**config.mk**
```make
export PLATFORM = sky130hd
export DESIGN_NAME = hsm_cell
export DESIGN_NICKNAME = d
export VERILOG_FILES = /design/src/hw/rtl/hsm_pkg.sv /design/src/hw/rtl/hsm_cell.sv
export SDC_FILE = /design/constraint.sdc
export NUM_CORES = 1
export LEC_CHECK = 0
export ABC_AREA = 1
export BUFFER_PORTS_ARGS = -buffer_cell sky130_fd_sc_hd__buf_2
export CAP_MARGIN = 5
export CORE_AREA = 2 2 421 423
export CTS_BUF_LIST = sky130_fd_sc_hd__clkbuf_4 sky130_fd_sc_hd__clkbuf_8
export DETAILED_ROUTE_END_ITERATION = 16
export DIE_AREA = 0 0 423 425
export PLACE_DENSITY = 0.4
export SYNTH_ARGS = -nofsm -noshare
export SYNTH_HDL_FRONTEND = slang
export SYNTH_SLANG_ARGS = --single-unit
export TNS_END_PERCENT = 20
```
**constraint.sdc**
```tcl
create_clock -name clk -period 179.9 [get_ports clk]
set_clock_uncertainty 0.05 [all_clocks]
set_input_delay 17.99 -clock clk [delete_from_list [all_inputs] [get_ports clk]]
set_output_delay 17.99 -clock clk [all_outputs]
set_load 0.05 [all_outputs]
```
**src/hw/rtl/hsm_pkg.sv**
```systemverilog
// ----------------------------------------------------------------------------
// hsm_pkg
// Shared types and constants for the set membership table: request and
// status codes, key geometry and the control word carried down the cell chain.
// ----------------------------------------------------------------------------
package hsm_pkg;

  localparam int TABLE_ENTRIES_DEF = 128;
  localparam int KEY_WORDS         = 8;
  localparam int WORD_W            = 64;
  localparam int KEY_W             = KEY_WORDS * WORD_W;
  localparam int COUNT_OUT_W       = 8;

  typedef logic [1:0]             req_t;
  typedef logic [1:0]             status_t;
  typedef logic [WORD_W-1:0]      word_t;
  typedef logic [KEY_W-1:0]       key_t;
  typedef logic [COUNT_OUT_W-1:0] count_out_t;

  localparam req_t REQ_LOAD  = 2'd0;
  localparam req_t REQ_MATCH = 2'd1;
  localparam req_t REQ_CLEAR = 2'd2;
  localparam req_t REQ_BAD   = 2'd3;

  localparam status_t ST_OK   = 2'd0;
  localparam status_t ST_FULL = 2'd1;
  localparam status_t ST_BAD  = 2'd2;

  typedef struct packed {
    logic       vld;
    req_t       req;
    logic       found;
    status_t    status;
    logic       last;
    count_out_t count;
  } ctl_t;

endpackage

```
**src/hw/rtl/hsm_cell.sv**
```systemverilog
// ----------------------------------------------------------------------------
// hsm_cell
// One table slot. Holds one stored key, writes it when a load aimed at this
// slot passes, compares passing match words against it and hands the word on.
// ----------------------------------------------------------------------------
module hsm_cell #(
  parameter int TABLE_ENTRIES = hsm_pkg::TABLE_ENTRIES_DEF,
  parameter int IDX           = 0,
  parameter int CW            = $clog2(TABLE_ENTRIES + 1)
) (
  input  logic                 clk,
  input  logic                 rst_n,
  input  logic                 adv,
  input  hsm_pkg::ctl_t        ctl_i,
  input  hsm_pkg::key_t        key_i,
  input  logic [CW-1:0]        snap_i,
  output hsm_pkg::ctl_t        ctl_o,
  output hsm_pkg::key_t        key_o,
  output logic [CW-1:0]        snap_o
);
  import hsm_pkg::*;

  localparam logic [CW-1:0] SLOT = CW'(IDX);

  key_t          slot_key_r;
  ctl_t          ctl_r;
  ctl_t          ctl_nxt;
  key_t          key_r;
  logic [CW-1:0] snap_r;
  logic          hit;
  logic          wr_en;

  assign hit   = ctl_i.vld && (ctl_i.req == REQ_MATCH) && (SLOT < snap_i)
                 && (slot_key_r == key_i);
  assign wr_en = adv && ctl_i.vld && (ctl_i.req == REQ_LOAD) && (snap_i == SLOT);

  always_comb begin
    ctl_nxt       = ctl_i;
    ctl_nxt.found = ctl_i.found | hit;
  end

  always_ff @(posedge clk) begin
    if (!rst_n) begin
      ctl_r.vld <= 1'b0;
    end else if (adv) begin
      ctl_r.vld <= ctl_nxt.vld;
    end
    if (adv) begin
      ctl_r.req    <= ctl_nxt.req;
      ctl_r.found  <= ctl_nxt.found;
      ctl_r.status <= ctl_nxt.status;
      ctl_r.last   <= ctl_nxt.last;
      ctl_r.count  <= ctl_nxt.count;
      key_r        <= key_i;
      snap_r       <= snap_i;
    end
  end

  always_ff @(posedge clk) begin
    if (wr_en) begin
      slot_key_r <= key_i;
    end
  end

  assign ctl_o  = ctl_r;
  assign key_o  = key_r;
  assign snap_o = snap_r;

endmodule

```
Yosys cells after proc, flatten, opt, wreduce, memory -nomap -nowiden

Index checks and enable logic that the tools add are counted.

Order comparisons: 1
Eq/ne operators: 2
Bitwise gates (word level): 1
Reductions and logical operators: 8

Operators by type and width:

| cell                                              | number |
|---|---|
| == test 512 bit                                   | 1 |
| logical NOT 8 bit                                 | 1 |
| < comparator 1 x 8 -> 1 bit, first input constant | 1 |
| logical AND 1 bit                                 | 6 |
| == test 2 x 1 -> 1 bit, second input constant     | 1 |
| logical NOT 2 bit                                 | 1 |
| bitwise OR 1 bit                                  | 1 |

Register bits: 1047
Input bits: 538
Output and inout bits: 535

Depth between registers and ports, before layout

Gate-level depths: netlist of the first run.

Word-level depth: 5
Gate-level depth with buffers: 14
Depth with buffers taken out: 14

Worst setup path after synthesis of the first run

Ideal clock, no wire load.

Path type: in2reg
Start point: in ctl_i[13] (netlist name)
End point: reg slot_key_r[0], enable pin
Setup time: 2.698 ns
Arrival time: 67.188 ns
Setup slack: 109.963 ns
Stages: 1
Path buffers: 0
Cell sequence: nor4_1

Cells in the longest elaborated chain, start to end: 3

RTL lines:

| element                        | line           | RTL |
|---|---|---|
| start, declared                | hsm_cell.sv:14 | `input hsm_pkg::ctl_t ctl_i,` |
| logical NOT 2 bit              | hsm_cell.sv:35 | `assign wr_en = adv && ctl_i.vld && (ctl_i.req == REQ_LOAD) && (snap_i == SLOT);` |
| logical AND 1 bit (2 in a row) | hsm_cell.sv:35 |  |
| end signal, assigned           | hsm_cell.sv:61 | `slot_key_r <= key_i;` |
| end, declared                  | hsm_cell.sv:25 | `key_t slot_key_r;` |

Every way passes these cells.
A chain may end at the register's enable or synchronous reset.

Worst setup path in the final report of the first run

Start point: in snap_i[1]
End point: reg slot_key_r[112], enable pin

Cells in the longest elaborated chain, start to end: 2

RTL lines:

| element           | line           | RTL |
|---|---|---|
| start, declared   | hsm_cell.sv:16 | `input logic [CW-1:0] snap_i,` |
| logical NOT 8 bit | hsm_cell.sv:35 |  |
| logical AND 1 bit | hsm_cell.sv:35 |  |
| net wr_en         | hsm_cell.sv:31 | `logic wr_en;` |

The timed path passes the listed nets, and every way through them passes these cells.

==> impl_metrics.tcl, run 1 <==
set metrics [dict create \
    clk_latency_ns 0.93 \
    setup_viol 0 \
    holdCritPathClass "reg -> reg" \
    p_total_mw 0.580 \
    hp-start "ctl_o[14]" \
    htreeDepth 4 \
    fin_cells 6181 \
    dpl.hpwl_um 102000 \
    synth_area_per_cell_um2 16.1 \
    crit_type "in -> reg" \
    grt_pass1_vias 22600 \
    finalCritPeriodShare 0.122 \
    min_period_ns 22.02 \
    yosysSeqAreaShare 0.813 \
    r2r_start "slot_key_r[450]" \
    cts-hold-fix-buffers 0 \
    slew_viol_final 0 \
    startpoint_type "input pin" \
    layout.nets 4211 \
    synth_nets 2936 \
    grt_overflow_total 0 \
    synth_top_family_by_area "XOR/XNOR gates" \
    ys_types 20 \
    firstDrtPassIters 5 \
    die_w_um 423 \
    die_h_um 425 \
    final_area_mm2 0.0509 \
    via_per_inst 3.77 \
    synthAdderAreaFrac 0 \
    num_vias 23300 \
    fin_util 0.290 \
    cts_sinks 1047 \
    routedWlPerCell_um 21.5 \
    numCtsBuffers 186 \
    syn_to_final_growth_pct 31.6 \
    netlist_instances 2398 \
    layout-drive-gt1-share 0.360 \
    core-area_mm2 0.175 \
    drt_iter0_drc 1594 \
    tightest_slew_ns 1.15 \
    worst_slack_ns 157.88 \
    ioPinCount 1073 \
    dp_slack_ns 156.71 \
    routed_wl_um 133000 \
    power-per-cell-area_mw_per_mm2 11.4 \
    filler_cell_count 18000 \
    grt_antenna_before_repair 58 \
    grt_max_degree 141 \
    hold_viol_final 0 \
    port_buffers 1072 \
    path_clk_slew_ns 0.06 \
    place_area_mm2 0.0471 \
    synth.ff_latch_count 1047 \
    leakagePower_nw 19.3 \
    cts_tree "done" \
    die_area_mm2 0.180 \
    holdWs_ns 0.424 \
    critical_path.max_fanout 140 \
    synth_xor_area_frac 0.0884 \
    synthSimpleGateAreaFrac 0.0793 \
    cts_max_path_buffers 3 \
    register_area_mm2 0.0314 \
    ys_warn_count 0 \
    synth_edf_count 1046 \
    synth_async_sr_flop_share 0 \
    dp.cells 5825 \
    end_kind "register" \
    grt_setup_unrepaired "false" \
    tns_ns 0 \
    route.detailed.drc 0 \
    cts_resized 0 \
    status "complete, no violations" \
    synth_ff_type "edfxtp_1" \
    crit_required_ns 180.38 \
    start_util 0.220 \
    grtUsageTotal 0.143 \
    ant_nets 0 \
    vdd_drop_max_mv 0.00703 \
    grt_pass1_wl_um 179000 \
    fmax_mhz 45.4 \
    rows 154 \
    timing.slew.headroom 0.231 \
    postCtsSetupBuffers 0 \
    multi_input_area_mm2 0.00661 \
    clk_root_buffer_cell "clkbuf_8" \
    syn_area_mm2 0.0386 \
    crit_arrival_ns 22.50 \
    drv_cap 0 \
    gp_congestion 0.835 \
    synth_compound_area_frac 0.00317 \
    crit_start "snap_i[1]" \
    synth.mux.area_fraction 0 \
]
per-layer routing:
metal,wire [um],global-route usage
met2,67300,0.246
met5,39,0
met4,3010,0.0413
met1,53800,0.174
met3,8840,0.0390
cells in the mapped netlist (2+ instances only):
master,instances,area [um2]
a21oi_1,2,10.0
nand2_2,2,12.5
edfxtp_1,1046,31400
inv_1,164,616
or2_0,22,138
or2_1,2,12.5
xor2_1,24,210
nand4_1,19,119
o21ai_1,20,100
xnor2_1,366,3210
nor3_1,7,35.0
nor2_1,277,1040
nand2_1,414,1550
nand3_1,27,135
layout make-up:
class | count | area share
Antenna cell | 11 | 0.000541
Clock buffer | 244 | 0.0594
Clock inverter | 101 | 0.0141
Inverter | 164 | 0.0121
Multi-Input combinational cell | 1187 | 0.130
Sequential cell | 1047 | 0.618
Tap cell | 2340 | 0.0576
Timing Repair Buffer | 1087 | 0.108
state kept, by name (all words and copies together) (netlist names):
name        count
key_o         512
slot_key_r    512
ctl_o          15
snap_o          8
kinds of logic after synthesis:
logic type,Yosys count
AO/OA/AOI/OAI,24
XOR/XNOR,390
buffers and inverters,164
flip-flops,1047
AND/OR/NAND/NOR,773
cell usage in the layout, fill, tap and decap left out, drive strengths merged, types with 27 or more instances in the layout:
cell	synthesis	routed
buf	0	1087
edfxtp	1046	1046
nand2	416	416
xnor2	366	366
nor2	278	278
clkbuf	0	244
inv	164	168
clkinv	0	82
nand3	27	27
worst paths after layout:
kind	end	slack, ns	depth (start not counted)
worst min-delay path	ctl_o[14]	0.42	2
worst max register to register	ctl_o[11]	177.62	11
worst max-delay path	slot_key_r[112]	157.88	8
worst min register to register	ctl_o[14]	0.42	2
critical path: stages:
cell	delay (ns)
buf_2	0.11
nor2_1	0.64
nand4_1	0.28
nor4_2	0.31
buf_12	0.57
buf_4	0.70
buf_4	0.78
buf_4	0.89
power breakdown:
group	internal [mW]	switching, mW	leakage, nW
Sequential	0.280	0.00350	9.83
Combinational	0.0147	0.0550	7.52
Clock	0.123	0.105	1.96
Power figures use the tool's default switching activity.
==> run 2: changes to the inputs <==
==> constraint.sdc (replaced) <==
create_clock -name clk -period 20.6 [get_ports clk]
set_clock_uncertainty 0.05 [all_clocks]
set_input_delay 2.06 -clock clk [delete_from_list [all_inputs] [get_ports clk]]
set_output_delay 2.06 -clock clk [all_outputs]
set_load 0.05 [all_outputs]
==> run 2 against run 1 <==
Flip-flop and latch count stayed put. Power rose to 8.6 times the previous value. Non-clock buffer count grew 1.
==> impl_metrics.tcl, run 2 (same netlist as run 1, synthesis figures left out) <==
set metrics [dict create \
    fin_util 0.289 \
    max_stage_delay_ns 0.79 \
    power-per-cell-area_mw_per_mm2 98.0 \
    gp_congestion 0.807 \
    firstDrtPassIters 5 \
    route.met2.wl_um 66100 \
    ioPinCount 1073 \
    layout.nets 4213 \
    clk_latency_ns 0.92 \
    cts_tree "done" \
    finalCritPeriodShare 0.279 \
    grtUsageTotal 0.137 \
    holdWs_ns 0.426 \
    comb_power_share 0.122 \
    critPathMostFrequentCell "buf_4" \
    grt_antenna_before_repair 67 \
    p_clk_frac 0.381 \
    crit_chain "buf_2 -> nor2_1 -> nand4_1 -> nor4_4 -> buf_4 -> buf_4 -> buf_4 -> buf_4" \
    drt_iter0_drc 1350 \
    port_buffers 1072 \
    via_per_inst 3.74 \
    clk_root_buffer_cell "clkbuf_8" \
    timing.slew.headroom 0.312 \
    wl_met1_um 49100 \
    min_period_ns 5.75 \
    route.detailed.drc 0 \
    rows 154 \
    grt_pass1_vias 22900 \
    grt_overflow_total 0 \
    routed_wl_um 128000 \
    grt_max_degree 158 \
    startpoint_type "input pin" \
    path_clk_slew_ns 0.06 \
    hp-start "ctl_o[14]" \
    fmax_mhz 174 \
    die_area_mm2 0.180 \
    numCtsBuffers 187 \
    status "complete, no violations" \
    cts_resized 0 \
    die_h_um 425 \
    setup_viol 0 \
    internal-power_mw 3.57 \
    crit_arrival_ns 6.22 \
    min_to "ctl_o[14]" \
    postCtsSetupBuffers 0 \
    whs_path_depth 2 \
    vdd_drop_max_mv 0.0600 \
    tightest_slew_ns 1.03 \
    critical_path.max_fanout 67 \
    ff2ff_setup_slack_ns 18.41 \
    holdCritPathClass "reg -> reg" \
    wl_met3_um 8660 \
    cts_sinks 1047 \
    most-common-layout-cells "buf_2 (1071), edfxtp_1 (1046), nand2_1 (414)" \
    start_util 0.220 \
    crit_required_ns 21.07 \
    htreeDepth 4 \
    cp_num_cells 8 \
    top_layer "met5" \
    grt_pass1_wl_um 173000 \
    end_kind "register" \
    syn_to_final_growth_pct 31.0 \
    crit_buf_inv 5 \
    crit_type "in -> reg" \
    p_switching_mw 1.39 \
    r2r_start "slot_key_r[457]" \
    routedWlPerCell_um 20.8 \
    hold_viol_final 0 \
    ant_nets 0 \
    grt_setup_unrepaired "false" \
    die_w_um 423 \
    netSwitchingFraction 0.280 \
    cp_top_family "buffers and inverters" \
    cp_slowest_cell "buf_4" \
    cts_max_path_buffers 3 \
    layout-drive-gt1-share 0.361 \
    num_vias 23000 \
    cts-hold-fix-buffers 0 \
    core-area_mm2 0.175 \
    final_common_cell "buf_2" \
    drv_cap 0 \
    tns_ns 0 \
    sequentialPowerShare 0.497 \
    slew_viol_final 0 \
    reg2reg_to "ctl_o[11]" \
    dpl.hpwl_um 98400 \
    reg2reg_depth 13 \
    leakagePower_nw 19.2 \
]
-- run 2: final cells by class --
class	count	area, um2
antenna	10	25.0
clock buffer	251	3070
clock inverter	68	433
fill	18100	125000
inverter	164	616
multi-input combinational	1187	6620
sequential	1047	31400
tap	2340	2930
timing repair buffer	1088	5510
-- run 2: through the flow --
stage | power (mW) | setup WS (ns) | std cells | instance area (um2)
floorplan | 2.87 | 1.69 | 2398 | 38700
global placement | 3.13 | 13.82 | 5826 | 47100
detailed placement | 3.13 | 13.84 | 5826 | 47100
CTS | 5.06 | 14.86 | 6145 | 50600
global route | 5.17 | 14.61 | 6154 | 50600
finish | 4.96 | 14.85 | 6155 | 50600
-- run 2: worst max-delay path by stage --
stage              start         endpoint
2_1_floorplan  snap_i[3]    slot_key_r[0]
3_3_place_gp   snap_i[1]  slot_key_r[204]
3_5_place_dp   snap_i[1]  slot_key_r[204]
4_1_cts        snap_i[1]  slot_key_r[127]
5_1_grt        snap_i[1]   slot_key_r[90]
6_report       snap_i[1]  slot_key_r[205]
-- run 2: worst register-to-register path, stage by stage, from the launching register on --
cell and delay, ns:
edfxtp_1 0.40, nand2_1 0.09, nand2_1 0.05, nor2_1 0.11
nand2_1 0.08, nor2_1 0.10, nand2_1 0.09, nor2_1 0.37
nand2_1 0.09, nor2_1 0.10, nand2_1 0.24, nor2_1 0.17
nand2_1 0.07, nand2_1 0.06
-- run 2: power by group through the flow --
| stage | Combinational (mW) | Clock (mW) | Sequential [mW] |
|---|---|---|---|
| floorplan | 0.0551 | 0 | 2.81 |
| global placement | 0.617 | 0 | 2.51 |
| detailed placement | 0.617 | 0 | 2.51 |
| CTS | 0.618 | 1.97 | 2.47 |
| global route | 0.635 | 2.06 | 2.47 |
| finish | 0.606 | 1.89 | 2.47 |
-- run 2: per-layer routing --
layer,GRT usage,vias to the layer above
li1,-,10900
met1,0.153,11000
met2,0.241,798
met3,0.0433,276
met4,0.0550,2
met5,0,-
==> run 3: changes to the inputs <==
--- a/config.mk
+++ b/config.mk
@@ -12,7 +12,7 @@
 export CTS_BUF_LIST = sky130_fd_sc_hd__clkbuf_4 sky130_fd_sc_hd__clkbuf_8
 export DETAILED_ROUTE_END_ITERATION = 16
 export DIE_AREA = 0 0 423 425
-export PLACE_DENSITY = 0.4
+export PLACE_DENSITY = 0.42
 export SYNTH_ARGS = -nofsm -noshare
 export SYNTH_HDL_FRONTEND = slang
 export SYNTH_SLANG_ARGS = --single-unit
==> constraint.sdc (replaced) <==
create_clock -name clk -period 4.9 [get_ports clk]
set_clock_uncertainty 0.05 [all_clocks]
set_input_delay 0.49 -clock clk [delete_from_list [all_inputs] [get_ports clk]]
set_output_delay 0.49 -clock clk [all_outputs]
set_load 0.05 [all_outputs]
==> run 3 against run 2 <==
Critical path depth stayed put. First-iteration DRC count is 30% higher. Worst setup slack worse by 13 ns. Cell count is 9.1% higher. Combinational power grew to 4.8 times the previous value. Power grew to 4.4 times the previous value. Count of clock-buffer cells in the layout is 11 lower. Critical path type unchanged. Largest cell class unchanged.
==> impl_metrics.tcl, run 3 (same netlist as run 1, synthesis figures left out) <==
set metrics [dict create \
    status "complete, no violations" \
    slew_viol_final 0 \
    grtUsageTotal 0.146 \
    crit_arrival_ns 3.32 \
    grt_max_degree 130 \
    ant_nets 0 \
    finalCritPeriodShare 0.531 \
    clk_latency_ns 0.93 \
    port_buffers 1072 \
    die_w_um 423 \
    fmax_mhz 384 \
    num_vias 25500 \
    final_common_cell "buf_2" \
    worst_slack_ns 2.30 \
    syn_to_final_growth_pct 45.9 \
    layout-drive-gt1-share 0.319 \
    tightest_slew_ns 1.01 \
    path_clk_slew_ns 0.06 \
    final_area_mm2 0.0564 \
    grt_setup_unrepaired "false" \
    most-common-layout-cells "buf_2 (1071), edfxtp_1 (1046), dlygate4sd3_1 (537)" \
    route.detailed.drc 0 \
    crit_required_ns 5.61 \
    hold_viol_final 0 \
    routedWlPerCell_um 20.3 \
    numCtsBuffers 188 \
    place_area_mm2 0.0472 \
    cts_max_path_buffers 3 \
    ioPinCount 1073 \
    rows 154 \
    start_util 0.220 \
    grt_overflow_total 0 \
    min_period_ns 2.60 \
    drv_cap 0 \
    grt_antenna_before_repair 40 \
    postCtsSetupBuffers 0 \
    crit_type "in -> reg" \
    layout.nets 4752 \
    setup_viol 0 \
    clk_root_buffer_cell "clkbuf_8" \
    htreeDepth 4 \
    drt_iter0_drc 1759 \
    routed_wl_um 137000 \
    via_per_inst 3.80 \
    vdd_drop_max_mv 0.249 \
    power-per-cell-area_mw_per_mm2 384 \
    die_h_um 425 \
    leakagePower_nw 21.6 \
    startpoint_type "input pin" \
    cts_tree "done" \
    dp_slack_ns 1.83 \
    cts_sinks 1047 \
    core-area_mm2 0.175 \
    holdCritPathClass "in -> reg" \
    timing.slew.headroom 0.325 \
    dpl.hpwl_um 101000 \
    firstDrtPassIters 5 \
    gp_congestion 0.822 \
    critical_path.max_fanout 122 \
    die_area_mm2 0.180 \
    grt_pass1_vias 26000 \
    end_kind "register" \
    grt_pass1_wl_um 187000 \
]
[run 3: changes by cell type in the layout (fill, tap and decap cells not counted), moves of 2 or more]
| cell | delta |
|---|---|
| nor2_1 | -3 |
| buf_12 | +8 |
| clkinv_2 | +12 |
| clkinvlp_4 | +2 |
| clkinv_1 | +6 |
| buf_4 | -7 |
| bufinv_16 | +5 |
| diode_2 | +5 |
| clkinv_8 | +4 |
| clkbuf_4 | -11 |
| nor2_4 | +2 |
| dlygate4sd3_1 | +537 |
[run 3: where the power goes]
group / internal (mW) / switching (mW) / total [mW] / leakage [nW]
Combinational: 0.823 / 2.11 / 2.93 / 9.81
Clock: 4.45 / 3.91 / 8.36 / 1.98
Sequential: 10.3 / 0.116 / 10.4 / 9.83
Total: 15.5 / 6.13 / 21.7 / 21.6
[run 3: worst paths after layout]
| path | depth (start not counted) | startpoint | slack, ns | to |
|---|---|---|---|---|
| hold / removal | 2 | ctl_i[3] | 0.24 | ctl_o[3] |
| setup / recovery | 8 | adv | 2.30 | ctl_o[14] |
| hold reg to reg | 9 | slot_key_r[55] | 0.96 | ctl_o[11] |
| setup reg to reg | 11 | slot_key_r[191] | 2.47 | ctl_o[11] |
[run 3: through the flow]
| step | total power, mW | util | std cells | setup TNS (ns) | hold WS [ns] |
|---|---|---|---|---|---|
| 2_1_floorplan | 12.1 | - | 2398 | -6365.18 | 0.539 |
| 3_3_place_gp | 13.2 | 0.269 | 5827 | 0 | 0.450 |
| 3_5_place_dp | 13.2 | 0.269 | 5827 | 0 | 0.435 |
| 4_1_cts | 22.1 | 0.321 | 6702 | 0 | 0.0668 |
| 5_1_grt | 22.6 | 0.322 | 6712 | 0 | 0.132 |
| 6_report | 21.7 | 0.322 | 6717 | 0 | 0.240 |
[run 3: metal layers]
metal  global-route usage  routed length (um)  vias to the layer above
li1                     -                   -                    12000
met1                0.173               54200                    12400
met2                0.256               70000                      894
met3               0.0374                8670                      237
met4               0.0507                3680                        2
met5                    0                   9                        -
[run 3: what timing repair did]
item | in CTS | in global routing
hold endpoints to repair | 1083 | 0
hold buffers | 537 | 0
resized for setup | 0 | 0
[run 3: final cells by class]
| cell class | instances | area, um2 |
|---|---|---|
| clock inverters | 98 | 778 |
| fillers | 17500 | 119000 |
| multi-input cells | 1187 | 6640 |
| well taps | 2340 | 2930 |
| flip-flops and latches | 1047 | 31400 |
| clock buffers | 240 | 2980 |
| diodes | 15 | 37.5 |
| inverters | 164 | 616 |
| repair buffers | 1626 | 11000 |
[run 3: worst max-delay path: stages]
cell and delay, ns:
dlygate4sd3_1 0.56, buf_8 0.32, buf_12 0.48, buf_4 0.56, inv_1 0.08, nand2_1 0.08
a21boi_0 0.07, dlygate4sd3_1 0.55
